<file path="config.mk">
export PLATFORM = sky130hd
export DESIGN_NAME = thick_line_rasterizer_unit_flat
export DESIGN_NICKNAME = d
export VERILOG_FILES = /design/src/hw/rtl/tlr_pkg.sv /design/src/hw/rtl/tlr_seg_if.sv /design/src/hw/rtl/tlr_pix_if.sv /design/src/hw/rtl/tlr_ctrl.sv /design/src/hw/rtl/tlr_datapath.sv /design/src/hw/rtl/thick_line_rasterizer_unit.sv /design/src/flat_wrapper.sv
export SDC_FILE = /design/constraint.sdc
export NUM_CORES = 1
export LEC_CHECK = 0
export BUFFER_PORTS_ARGS = -buffer_cell sky130_fd_sc_hd__buf_2
export CAP_MARGIN = 25
export CORE_MARGIN = 10
export CORE_UTILIZATION = 40
export DETAILED_ROUTE_END_ITERATION = 12
export GPL_TIMING_DRIVEN = 1
export SLEW_MARGIN = 20
export SYNTH_ARGS = -nofsm -noshare
export SYNTH_HDL_FRONTEND = slang
export SYNTH_HIERARCHICAL = 1
export SYNTH_SLANG_ARGS = --single-unit
</file>
<file path="constraint.sdc">
create_clock -name clk -period 11 [get_ports clk]
set_input_delay 1.65 -clock clk [delete_from_list [all_inputs] [get_ports clk]]
set_output_delay 1.65 -clock clk [all_outputs]
set_load 0.01 [all_outputs]
</file>
<file path="src/hw/rtl/tlr_pkg.sv">
// ----------------------------------------------------------------------------
// Thick line rasterizer package
// Shared constants and the command and status types between controller and
// datapath.
// ----------------------------------------------------------------------------
`default_nettype none

package tlr_pkg;

	localparam int TLR_COORD_BITS     = 12;
	localparam int TLR_MAX_LINE_WIDTH = 7;
	localparam int TLR_WIDTH_BITS     = 3;
	localparam int TLR_COLOR_BITS     = 8;

	localparam logic TLR_MODE_LOAD = 1'b0;
	localparam logic TLR_MODE_STEP = 1'b1;

	typedef struct packed {
		logic load;
		logic prep;
		logic start;
		logic emit;
		logic advance;
	} tlr_cmd_t;

	typedef struct packed {
		logic active;
		logic slot_free;
		logic run_last;
	} tlr_status_t;

endpackage

`default_nettype wire

</file>
<file path="src/hw/rtl/tlr_seg_if.sv">
// ----------------------------------------------------------------------------
// Line command channel
// Carries load and step words toward the rasterizer with valid and ready.
// ----------------------------------------------------------------------------
`default_nettype none

interface tlr_seg_if
	import tlr_pkg::*;
#(
	parameter int COORD_BITS = TLR_COORD_BITS
);
	logic                              valid;
	logic                              ready;
	logic                              mode;
	logic signed [COORD_BITS-1:0]      x_begin;
	logic signed [COORD_BITS-1:0]      y_begin;
	logic signed [COORD_BITS-1:0]      x_finish;
	logic signed [COORD_BITS-1:0]      y_finish;
	logic [TLR_COLOR_BITS-1:0]         red_in;
	logic [TLR_COLOR_BITS-1:0]         green_in;
	logic [TLR_COLOR_BITS-1:0]         blue_in;
	logic [TLR_WIDTH_BITS-1:0]         brush_width;

	modport source (
		output valid, mode, x_begin, y_begin, x_finish, y_finish,
		output red_in, green_in, blue_in, brush_width,
		input  ready
	);

	modport sink (
		input  valid, mode, x_begin, y_begin, x_finish, y_finish,
		input  red_in, green_in, blue_in, brush_width,
		output ready
	);
endinterface

`default_nettype wire

</file>
<file path="src/hw/rtl/tlr_pix_if.sv">
// ----------------------------------------------------------------------------
// Pixel channel
// Carries one pixel word per handshake from the rasterizer to the writer.
// ----------------------------------------------------------------------------
`default_nettype none

interface tlr_pix_if
	import tlr_pkg::*;
#(
	parameter int COORD_BITS = TLR_COORD_BITS
);
	logic                          valid;
	logic                          ready;
	logic signed [COORD_BITS:0]    pixel_x;
	logic signed [COORD_BITS:0]    pixel_y;
	logic [TLR_COLOR_BITS-1:0]     red_out;
	logic [TLR_COLOR_BITS-1:0]     green_out;
	logic [TLR_COLOR_BITS-1:0]     blue_out;
	logic                          last_of_run;
	logic                          line_done;

	modport source (
		output valid, pixel_x, pixel_y, red_out, green_out, blue_out,
		output last_of_run, line_done,
		input  ready
	);

	modport sink (
		input  valid, pixel_x, pixel_y, red_out, green_out, blue_out,
		input  last_of_run, line_done,
		output ready
	);
endinterface

`default_nettype wire

</file>
<file path="src/hw/rtl/tlr_ctrl.sv">
// ----------------------------------------------------------------------------
// Thick line rasterizer controller
// Sequences line loads, pixel runs and the Bresenham advance.
// ----------------------------------------------------------------------------
`default_nettype none

module tlr_ctrl
	import tlr_pkg::*;
(
	input  wire logic        clk,
	input  wire logic        arst_n,
	input  wire logic        in_valid,
	input  wire logic        in_mode,
	output logic             in_ready,
	input  wire tlr_status_t status,
	output tlr_cmd_t         cmd
);

	typedef enum logic [3:0] {
		S_IDLE = 4'b0001,
		S_PREP = 4'b0010,
		S_EMIT = 4'b0100,
		S_ADV  = 4'b1000
	} state_t;

	state_t state_q;
	state_t state_d;

	always_comb begin
		state_d  = state_q;
		in_ready = 1'b0;
		cmd      = '0;
		case (state_q)
			S_IDLE: begin
				in_ready = 1'b1;
				if (in_valid) begin
					if (in_mode == TLR_MODE_LOAD) begin
						cmd.load = 1'b1;
						state_d  = S_PREP;
					end else if (status.active) begin
						cmd.start = 1'b1;
						state_d   = S_EMIT;
					end
				end
			end
			S_PREP: begin
				cmd.prep = 1'b1;
				state_d  = S_IDLE;
			end
			S_EMIT: begin
				if (status.slot_free) begin
					cmd.emit = 1'b1;
					if (status.run_last) begin
						state_d = S_ADV;
					end
				end
			end
			S_ADV: begin
				cmd.advance = 1'b1;
				state_d     = S_IDLE;
			end
			default: begin
				state_d = S_IDLE;
			end
		endcase
	end

	always_ff @(posedge clk or negedge arst_n) begin
		if (!arst_n) begin
			state_q <= S_IDLE;
		end else begin
			state_q <= state_d;
		end
	end

endmodule

`default_nettype wire

</file>
<file path="src/hw/rtl/tlr_datapath.sv">
// ----------------------------------------------------------------------------
// Thick line rasterizer datapath
// Holds the line state, the brush counters, the error term and the pixel
// output register.
// ----------------------------------------------------------------------------
`default_nettype none

module tlr_datapath
	import tlr_pkg::*;
#(
	parameter int COORD_BITS     = TLR_COORD_BITS,
	parameter int MAX_LINE_WIDTH = TLR_MAX_LINE_WIDTH
)(
	input  wire logic                          clk,
	input  wire logic                          arst_n,
	input  wire tlr_cmd_t                      cmd,
	output tlr_status_t                        status,
	input  wire logic signed [COORD_BITS-1:0]  x_begin,
	input  wire logic signed [COORD_BITS-1:0]  y_begin,
	input  wire logic signed [COORD_BITS-1:0]  x_finish,
	input  wire logic signed [COORD_BITS-1:0]  y_finish,
	input  wire logic [TLR_COLOR_BITS-1:0]     red_in,
	input  wire logic [TLR_COLOR_BITS-1:0]     green_in,
	input  wire logic [TLR_COLOR_BITS-1:0]     blue_in,
	input  wire logic [TLR_WIDTH_BITS-1:0]     brush_width,
	tlr_pix_if.source                          pixel
);

	localparam int MAX_HALF  = MAX_LINE_WIDTH / 2;
	localparam int HALF_BITS = (MAX_HALF < 1) ? 1 : $clog2(MAX_HALF + 1);
	localparam int CNT_BITS  = HALF_BITS + 1;
	localparam int PIX_BITS  = COORD_BITS + 1;
	localparam int ERR_BITS  = COORD_BITS + 2;

	logic [COORD_BITS-1:0]      cur_x_q, cur_y_q, goal_x_q, goal_y_q;
	logic signed [COORD_BITS:0] diff_x_q, diff_y_q;
	logic [COORD_BITS-1:0]      delta_x_q, delta_y_q;
	logic                       neg_x_q, neg_y_q;
	logic signed [ERR_BITS-1:0] err_q;
	logic [TLR_COLOR_BITS-1:0]  red_q, green_q, blue_q;
	logic [HALF_BITS-1:0]       half_q;
	logic                       active_q;
	logic signed [CNT_BITS-1:0] i_q, j_q;
	logic                       first_q;
	logic                       out_valid_q;

	logic [TLR_WIDTH_BITS-1:0]  width_sat;
	logic [COORD_BITS:0]        abs_x, abs_y;
	logic signed [CNT_BITS-1:0] h_pos, h_neg, h_top;
	logic                       done;
	logic                       run_last;
	logic signed [PIX_BITS-1:0] base_x, base_y, off_x, off_y;
	logic signed [ERR_BITS-1:0] dx_ext, dy_ext, err_next;
	logic                       step_x, step_y;

	assign width_sat = (brush_width > TLR_WIDTH_BITS'(MAX_LINE_WIDTH)) ?
		TLR_WIDTH_BITS'(MAX_LINE_WIDTH) : brush_width;

	assign abs_x = diff_x_q[COORD_BITS] ? -diff_x_q : diff_x_q;
	assign abs_y = diff_y_q[COORD_BITS] ? -diff_y_q : diff_y_q;

	assign h_pos = $signed({1'b0, half_q});
	assign h_neg = -h_pos;
	assign h_top = h_pos - CNT_BITS'(1);

	assign done     = (cur_x_q == goal_x_q) && (cur_y_q == goal_y_q);
	assign run_last = (half_q == '0) || (!first_q && (i_q == h_top) && (j_q == h_top));

	assign base_x = $signed({cur_x_q[COORD_BITS-1], cur_x_q});
	assign base_y = $signed({cur_y_q[COORD_BITS-1], cur_y_q});
	assign off_x  = $signed({{(PIX_BITS-CNT_BITS){i_q[CNT_BITS-1]}}, i_q});
	assign off_y  = $signed({{(PIX_BITS-CNT_BITS){j_q[CNT_BITS-1]}}, j_q});

	assign dx_ext   = $signed({2'b00, delta_x_q});
	assign dy_ext   = $signed({2'b00, delta_y_q});
	assign step_x   = err_q > -dx_ext;
	assign step_y   = err_q < dy_ext;
	assign err_next = err_q - (step_x ? dy_ext : '0) + (step_y ? dx_ext : '0);

	assign status.active    = active_q;
	assign status.slot_free = !out_valid_q || pixel.ready;
	assign status.run_last  = run_last;

	assign pixel.valid = out_valid_q;

	always_ff @(posedge clk or negedge arst_n) begin
		if (!arst_n) begin
			active_q    <= 1'b0;
			out_valid_q <= 1'b0;
		end else begin
			if (cmd.prep) begin
				active_q <= 1'b1;
			end else if (cmd.advance && done) begin
				active_q <= 1'b0;
			end
			if (cmd.emit) begin
				out_valid_q <= 1'b1;
			end else if (pixel.ready) begin
				out_valid_q <= 1'b0;
			end
		end
	end

	always_ff @(posedge clk) begin
		if (cmd.load) begin
			cur_x_q  <= x_begin;
			cur_y_q  <= y_begin;
			goal_x_q <= x_finish;
			goal_y_q <= y_finish;
			diff_x_q <= $signed({x_finish[COORD_BITS-1], x_finish})
				- $signed({x_begin[COORD_BITS-1], x_begin});
			diff_y_q <= $signed({y_finish[COORD_BITS-1], y_finish})
				- $signed({y_begin[COORD_BITS-1], y_begin});
			neg_x_q  <= !(x_begin < x_finish);
			neg_y_q  <= !(y_begin < y_finish);
			red_q    <= red_in;
			green_q  <= green_in;
			blue_q   <= blue_in;
			half_q   <= HALF_BITS'(width_sat >> 1);
		end
		if (cmd.prep) begin
			delta_x_q <= abs_x[COORD_BITS-1:0];
			delta_y_q <= abs_y[COORD_BITS-1:0];
			if (abs_x[COORD_BITS-1:0] > abs_y[COORD_BITS-1:0]) begin
				err_q <= $signed({3'b000, abs_x[COORD_BITS-1:1]});
			end else begin
				err_q <= -$signed({3'b000, abs_y[COORD_BITS-1:1]});
			end
		end
		if (cmd.start) begin
			i_q     <= h_neg;
			j_q     <= h_neg;
			first_q <= 1'b1;
		end
		if (cmd.emit) begin
			if (first_q) begin
				first_q <= 1'b0;
			end else if (j_q == h_top) begin
				j_q <= h_neg;
				i_q <= i_q + CNT_BITS'(1);
			end else begin
				j_q <= j_q + CNT_BITS'(1);
			end
			pixel.pixel_x     <= first_q ? base_x : base_x + off_x;
			pixel.pixel_y     <= first_q ? base_y : base_y + off_y;
			pixel.red_out     <= red_q;
			pixel.green_out   <= green_q;
			pixel.blue_out    <= blue_q;
			pixel.last_of_run <= run_last;
			pixel.line_done   <= done;
		end
		if (cmd.advance && !done) begin
			err_q <= err_next;
			if (step_x) begin
				cur_x_q <= cur_x_q + (neg_x_q ? {COORD_BITS{1'b1}} : COORD_BITS'(1));
			end
			if (step_y) begin
				cur_y_q <= cur_y_q + (neg_y_q ? {COORD_BITS{1'b1}} : COORD_BITS'(1));
			end
		end
	end

endmodule

`default_nettype wire

</file>
<file path="src/hw/rtl/thick_line_rasterizer_unit.sv">
// ----------------------------------------------------------------------------
// Thick line rasterizer
// Bresenham line generator that paints a square brush around every point.
//
// The segment channel takes load words (mode 0) and step words (mode 1).
// A load word latches both endpoints, the color and the brush width; the
// block then forms the deltas and the error term in the next cycle, before
// it takes the next word.
// A step word emits the current point followed by 4*h*h brush pixels, with
// h the brush width halved, one pixel word per cycle on the pixel channel
// while the receiver does not stall, and then updates the error term.
// The pixel run is set by the single pixel output register, which is written
// at most once per cycle.
// The last pixel of a run carries last_of_run; every pixel of the run at the
// final endpoint carries line_done, after which the block is idle and step
// words are taken and dropped. A load word always restarts a new line.
// A stalled receiver holds the output register and pauses the run; the next
// segment word is taken while the final pixel still waits.
// Reset leaves the block idle with no line loaded and no pixel pending.
// ----------------------------------------------------------------------------
`default_nettype none

module thick_line_rasterizer_unit
	import tlr_pkg::*;
#(
	parameter int COORD_BITS     = TLR_COORD_BITS,
	parameter int MAX_LINE_WIDTH = TLR_MAX_LINE_WIDTH
)(
	input  wire logic  clk,
	input  wire logic  arst_n,
	tlr_seg_if.sink    segment,
	tlr_pix_if.source  pixel
);

	tlr_cmd_t    cmd;
	tlr_status_t status;

	tlr_ctrl u_ctrl (
		.clk      (clk),
		.arst_n   (arst_n),
		.in_valid (segment.valid),
		.in_mode  (segment.mode),
		.in_ready (segment.ready),
		.status   (status),
		.cmd      (cmd)
	);

	tlr_datapath #(
		.COORD_BITS     (COORD_BITS),
		.MAX_LINE_WIDTH (MAX_LINE_WIDTH)
	) u_datapath (
		.clk         (clk),
		.arst_n      (arst_n),
		.cmd         (cmd),
		.status      (status),
		.x_begin     (segment.x_begin),
		.y_begin     (segment.y_begin),
		.x_finish    (segment.x_finish),
		.y_finish    (segment.y_finish),
		.red_in      (segment.red_in),
		.green_in    (segment.green_in),
		.blue_in     (segment.blue_in),
		.brush_width (segment.brush_width),
		.pixel       (pixel)
	);

endmodule

`default_nettype wire

</file>
<file path="src/flat_wrapper.sv">
// flat-port wrapper written by rule: the top's interface ports become plain ports
module thick_line_rasterizer_unit_flat import tlr_pkg::*;
#(
	parameter int COORD_BITS     = TLR_COORD_BITS,
	parameter int MAX_LINE_WIDTH = TLR_MAX_LINE_WIDTH
)
  (clk, arst_n, segment_valid, segment_mode, segment_x_begin, segment_y_begin, segment_x_finish, segment_y_finish, segment_red_in, segment_green_in, segment_blue_in, segment_brush_width, segment_ready, pixel_valid, pixel_pixel_x, pixel_pixel_y, pixel_red_out, pixel_green_out, pixel_blue_out, pixel_last_of_run, pixel_line_done, pixel_ready);
  tlr_seg_if #(.COORD_BITS(COORD_BITS)) segment_i ();
  tlr_pix_if #(.COORD_BITS(COORD_BITS)) pixel_i ();
  input  wire logic clk;
  input  wire logic arst_n;
  input wire logic [$bits(segment_i.valid)-1:0] segment_valid;
  input wire logic [$bits(segment_i.mode)-1:0] segment_mode;
  input wire logic [$bits(segment_i.x_begin)-1:0] segment_x_begin;
  input wire logic [$bits(segment_i.y_begin)-1:0] segment_y_begin;
  input wire logic [$bits(segment_i.x_finish)-1:0] segment_x_finish;
  input wire logic [$bits(segment_i.y_finish)-1:0] segment_y_finish;
  input wire logic [$bits(segment_i.red_in)-1:0] segment_red_in;
  input wire logic [$bits(segment_i.green_in)-1:0] segment_green_in;
  input wire logic [$bits(segment_i.blue_in)-1:0] segment_blue_in;
  input wire logic [$bits(segment_i.brush_width)-1:0] segment_brush_width;
  output wire logic [$bits(segment_i.ready)-1:0] segment_ready;
  output wire logic [$bits(pixel_i.valid)-1:0] pixel_valid;
  output wire logic [$bits(pixel_i.pixel_x)-1:0] pixel_pixel_x;
  output wire logic [$bits(pixel_i.pixel_y)-1:0] pixel_pixel_y;
  output wire logic [$bits(pixel_i.red_out)-1:0] pixel_red_out;
  output wire logic [$bits(pixel_i.green_out)-1:0] pixel_green_out;
  output wire logic [$bits(pixel_i.blue_out)-1:0] pixel_blue_out;
  output wire logic [$bits(pixel_i.last_of_run)-1:0] pixel_last_of_run;
  output wire logic [$bits(pixel_i.line_done)-1:0] pixel_line_done;
  input wire logic [$bits(pixel_i.ready)-1:0] pixel_ready;
  assign segment_i.valid = segment_valid;
  assign segment_i.mode = segment_mode;
  assign segment_i.x_begin = segment_x_begin;
  assign segment_i.y_begin = segment_y_begin;
  assign segment_i.x_finish = segment_x_finish;
  assign segment_i.y_finish = segment_y_finish;
  assign segment_i.red_in = segment_red_in;
  assign segment_i.green_in = segment_green_in;
  assign segment_i.blue_in = segment_blue_in;
  assign segment_i.brush_width = segment_brush_width;
  assign segment_ready = segment_i.ready;
  assign pixel_valid = pixel_i.valid;
  assign pixel_pixel_x = pixel_i.pixel_x;
  assign pixel_pixel_y = pixel_i.pixel_y;
  assign pixel_red_out = pixel_i.red_out;
  assign pixel_green_out = pixel_i.green_out;
  assign pixel_blue_out = pixel_i.blue_out;
  assign pixel_last_of_run = pixel_i.last_of_run;
  assign pixel_line_done = pixel_i.line_done;
  assign pixel_i.ready = pixel_ready;
  thick_line_rasterizer_unit #(.COORD_BITS(COORD_BITS), .MAX_LINE_WIDTH(MAX_LINE_WIDTH)) u_core (.clk(clk), .arst_n(arst_n), .segment(segment_i), .pixel(pixel_i));
endmodule
</file>
==> flow_summary.json <==
{
  "ys_top_cells_by_area": "edfxtp_1, ha_1, dfxtp_1",
  "crit_arrival_ns": 6.33,
  "cts_buffers": 25,
  "intPower_mw": 2.22,
  "cts_setup_buffers": 0,
  "required_ns": 11.26,
  "setup_tns_ns": 0,
  "r2r_start": "u_core/u_datapath/delta_x_q[7]",
  "pwr-share-comb_pct": 44.5,
  "hpwlAfterDp_mm": 25.5,
  "path_cells": "or3_1 > or4_1 > o31ai_1 > o21ai_0 > ha_1 > and4_1 > nand4_1 > a31oi_1 > buf_4 > a21oi_1 > fa_1 > inv_1 > ha_1 > a21o_1 > a21oi_1 > nor2b_1 > o21ai_0 > a21oi_1 > and4_1 > o41ai_1 > nand2_1",
  "period_share_pct": 55.1,
  "rrSetupSlack_ns": 4.93,
  "maxSlewHeadroom_pct": 40.9,
  "switching_share_pct": 38.4,
  "worst-path-max-fanout": 13,
  "synth_top_area_share_pct": 37.1,
  "drc": 0,
  "synth_compound_area_share_pct": 14.4,
  "io_buffers": 132,
  "post_cts_resize_count": 0,
  "num_io_pins": 134,
  "drtAntennaViolNets": 0,
  "synth.largest_area_cell": "edfxtp_1",
  "synth_fp_nets": 1549,
  "dieArea_mm2": 0.0417,
  "grt_pass1_wl_mm": 50.7,
  "cts_tree": "done",
  "maxCapViolCount": 0,
  "synth.distinct_cells": 80,
  "grt_pass1_vias": 9883,
  "area_growth_pct": 14.8,
  "maxSlewViolCount": 0,
  "r2r-end": "u_core/u_datapath/err_q[11]",
  "hold_class": "flip-flop to flip-flop",
  "hold_buffers": 0,
  "yosys.area_share.simple_pct": 12.7,
  "tightest_slew_ns": 0.886,
  "crit_family": "compound AO/OA/AOI/OAI gates",
  "synthTopCellsByCount": "edfxtp_1, inv_1, ha_1",
  "startpoint_type": "flip-flop",
  "hold_viol_final": 0,
  "synth_mux_area_share_pct": 3.03,
  "min_path_cells": 0,
  "clk_pin_slew_ns": 0.06,
  "dr.pass1.iters": 5,
  "rsz0062_at_grt": "false",
  "synth_xor_area_share_pct": 7.53,
  "final_cells": 1929,
  "die_w_um": 204,
  "status": "complete, no violations",
  "cp_slowest_stage_delay_ns": 0.56,
  "die_h_um": 204,
  "first_iter_violations": 621,
  "synthAdderAreaFrac_pct": 14.5,
  "synth_most_common_cell": "edfxtp_1",
  "gr-total-overflow": 0,
  "powerDensity_mw_per_mm2": 231,
  "cts_root_buf": "clkbuf_16",
  "viasPerCell": 5.17,
  "max_freq_mhz": 165,
  "grt_max_degree": 71,
  "syn_avg_cell_area_um2": 10.3,
  "synth-edff-count": 168,
  "yosysSeqAreaShare_pct": 42.8,
  "skew_ns": 0.0190,
  "std_cell_rows": 67,
  "p_seq_share_pct": 33.3,
  "p_leak_nw": 6.52,
  "worstSetupStartpoint": "u_core/u_datapath/delta_x_q[7]",
  "synth_top_family_by_area": "adder cells",
  "clkPwrFrac_pct": 22.2,
  "worstSetupPathType": "flip-flop to flip-flop",
  "routed_wl_mm": 32.0,
  "peakVddDrop_mv": 0.149,
  "cts_buffer_depth": 3,
  "hp-start": "u_core/u_datapath/blue_q[2]",
  "start_util_pct": 40.5,
  "track_usage_pct": 14.9,
  "finalSetupViolCount": 0,
  "synth_seq_cells": 205,
  "htree_levels": 1,
  "worstRegToRegCells": 21,
  "clk_latency_ns": 0.53,
  "async_flop_share_pct": 2.93,
  "finalCriticalPeriod_ns": 6.07,
  "cts.sinks": 205,
  "ys.flop_type": "edfxtp_1",
  "antenna_found_initial": 6,
  "gp_congestion": 0.880,
  "dp_cells": 1880,
  "finish.net_count": 1686,
  "routedWlPerCell_um": 16.6,
  "vias": 9973,
  "ys.warnings.count": 6,
  "syn_area_mm2": 0.0136,
  "crit_buf_inv": 2,
  "power.switching_mw": 1.38,
  "core_area_mm2": 0.0335,
  "drive_above_1_share_pct": 14.9,
  "min_to": "u_core/u_datapath/pixel.blue_out[2]",
  "path_common_cell": "a21oi_1",
  "synth_cells": 1322,
  "worstSetupEndpointType": "flip-flop",
  "slowest_stage": "fa_1"
}
-- cell families (layout without fill, tap and decap cells) --
family                     Yosys count  after routing
DFF                                205            205
and+or+nand+nor                    341            341
adders and majority gates          147            147
xor gates and xnor gates           112            112
muxes                               40             40
buffers and inverters              178            334
other                                0              3
AOI/OAI and AO/OA                  299            299
-- metal layers --
layer | vias up | GRT usage [%] | wire length, um
li1 | 5028 | - | -
met1 | 4688 | 19.4 | 14500
met2 | 203 | 24.3 | 14900
met3 | 48 | 3.25 | 1730
met4 | 6 | 4.15 | 729
met5 | - | 0 | 39
-- layout make-up --
cell class / count / area (um2)
Fill cell: 3161 / 17900
Multi-Input combinational cell: 939 / 7100
Sequential cell: 205 / 5820
Timing Repair Buffer: 143 / 747
Clock buffer: 32 / 662
Tap cell: 448 / 561
Inverter: 145 / 544
Clock inverter: 14 / 145
Antenna cell: 3 / 7.51
-- cell usage in the layout (no fill, tap or decap), drive strengths merged, types with 18 or more instances in the layout --
master  Yosys  layout
nor2       74      74
nand2     114     114
o21a       18      18
buf        10     143
fa         18      18
o21ai      90      90
xor2       43      43
nand2b     19      19
clkbuf     23      32
nor3       28      28
inv       145     148
ha        129     129
a21o       18      18
xnor2      69      69
mux2i      31      31
o31ai      28      28
dfxtp      31      31
edfxtp    168     168
a21oi      63      63
nor2b      20      20
-- state kept, by name (all words and copies together) (netlist names), 3 cells and up --
register                           count
u_core/u_ctrl/state_q                  4
u_core/u_datapath/blue_q               8
u_core/u_datapath/cur_x_q             12
u_core/u_datapath/cur_y_q             12
u_core/u_datapath/delta_x_q           12
u_core/u_datapath/delta_y_q           12
u_core/u_datapath/diff_x_q            13
u_core/u_datapath/diff_y_q            13
u_core/u_datapath/err_q               14
u_core/u_datapath/goal_x_q            12
u_core/u_datapath/goal_y_q            12
u_core/u_datapath/green_q              8
u_core/u_datapath/i_q                  3
u_core/u_datapath/j_q                  3
u_core/u_datapath/pixel.blue_out       8
u_core/u_datapath/pixel.green_out      8
u_core/u_datapath/pixel.pixel_x       13
u_core/u_datapath/pixel.pixel_y       13
u_core/u_datapath/pixel.red_out        8
u_core/u_datapath/red_q                8
-- metrics by stage --
| stage | area [um2] | setup slack [ns] | total power, mW | hold slack, ns | util, % |
|---|---|---|---|---|---|
| after floorplan | 13600 | 2.33 | 2.43 | 0.400 | - |
| after global placement | 14800 | 5.04 | 2.77 | 0.400 | 44.0 |
| after detailed placement | 14800 | 4.94 | 2.82 | 0.405 | 44.1 |
| after CTS | 15600 | 4.91 | 3.64 | 0.418 | 46.5 |
| after global routing | 15600 | 4.58 | 3.91 | 0.424 | 46.5 |
| final | 15600 | 4.93 | 3.60 | 0.417 | 46.5 |
-- power groups by stage --
stage	clock (mW)	combinational, mW	sequential (mW)
final	0.800	1.60	1.20
after global routing	0.860	1.83	1.22
after CTS	0.825	1.61	1.20
after detailed placement	0	1.60	1.22
after global placement	0	1.56	1.22
after floorplan	0	1.26	1.17
-- worst max path at each step --
stage                                   end  slack [ns]  cells after the start
2_1_floorplan  u_core/u_datapath/cur_y_q[4]        2.33                      6
3_3_place_gp    u_core/u_datapath/err_q[11]        5.04                     21
3_5_place_dp    u_core/u_datapath/err_q[11]        4.94                     21
4_1_cts         u_core/u_datapath/err_q[11]        4.91                     21
5_1_grt         u_core/u_datapath/err_q[12]        4.58                     24
6_report        u_core/u_datapath/err_q[11]        4.93                     21
No activity file was read; power rests on OpenSTA's default activity.
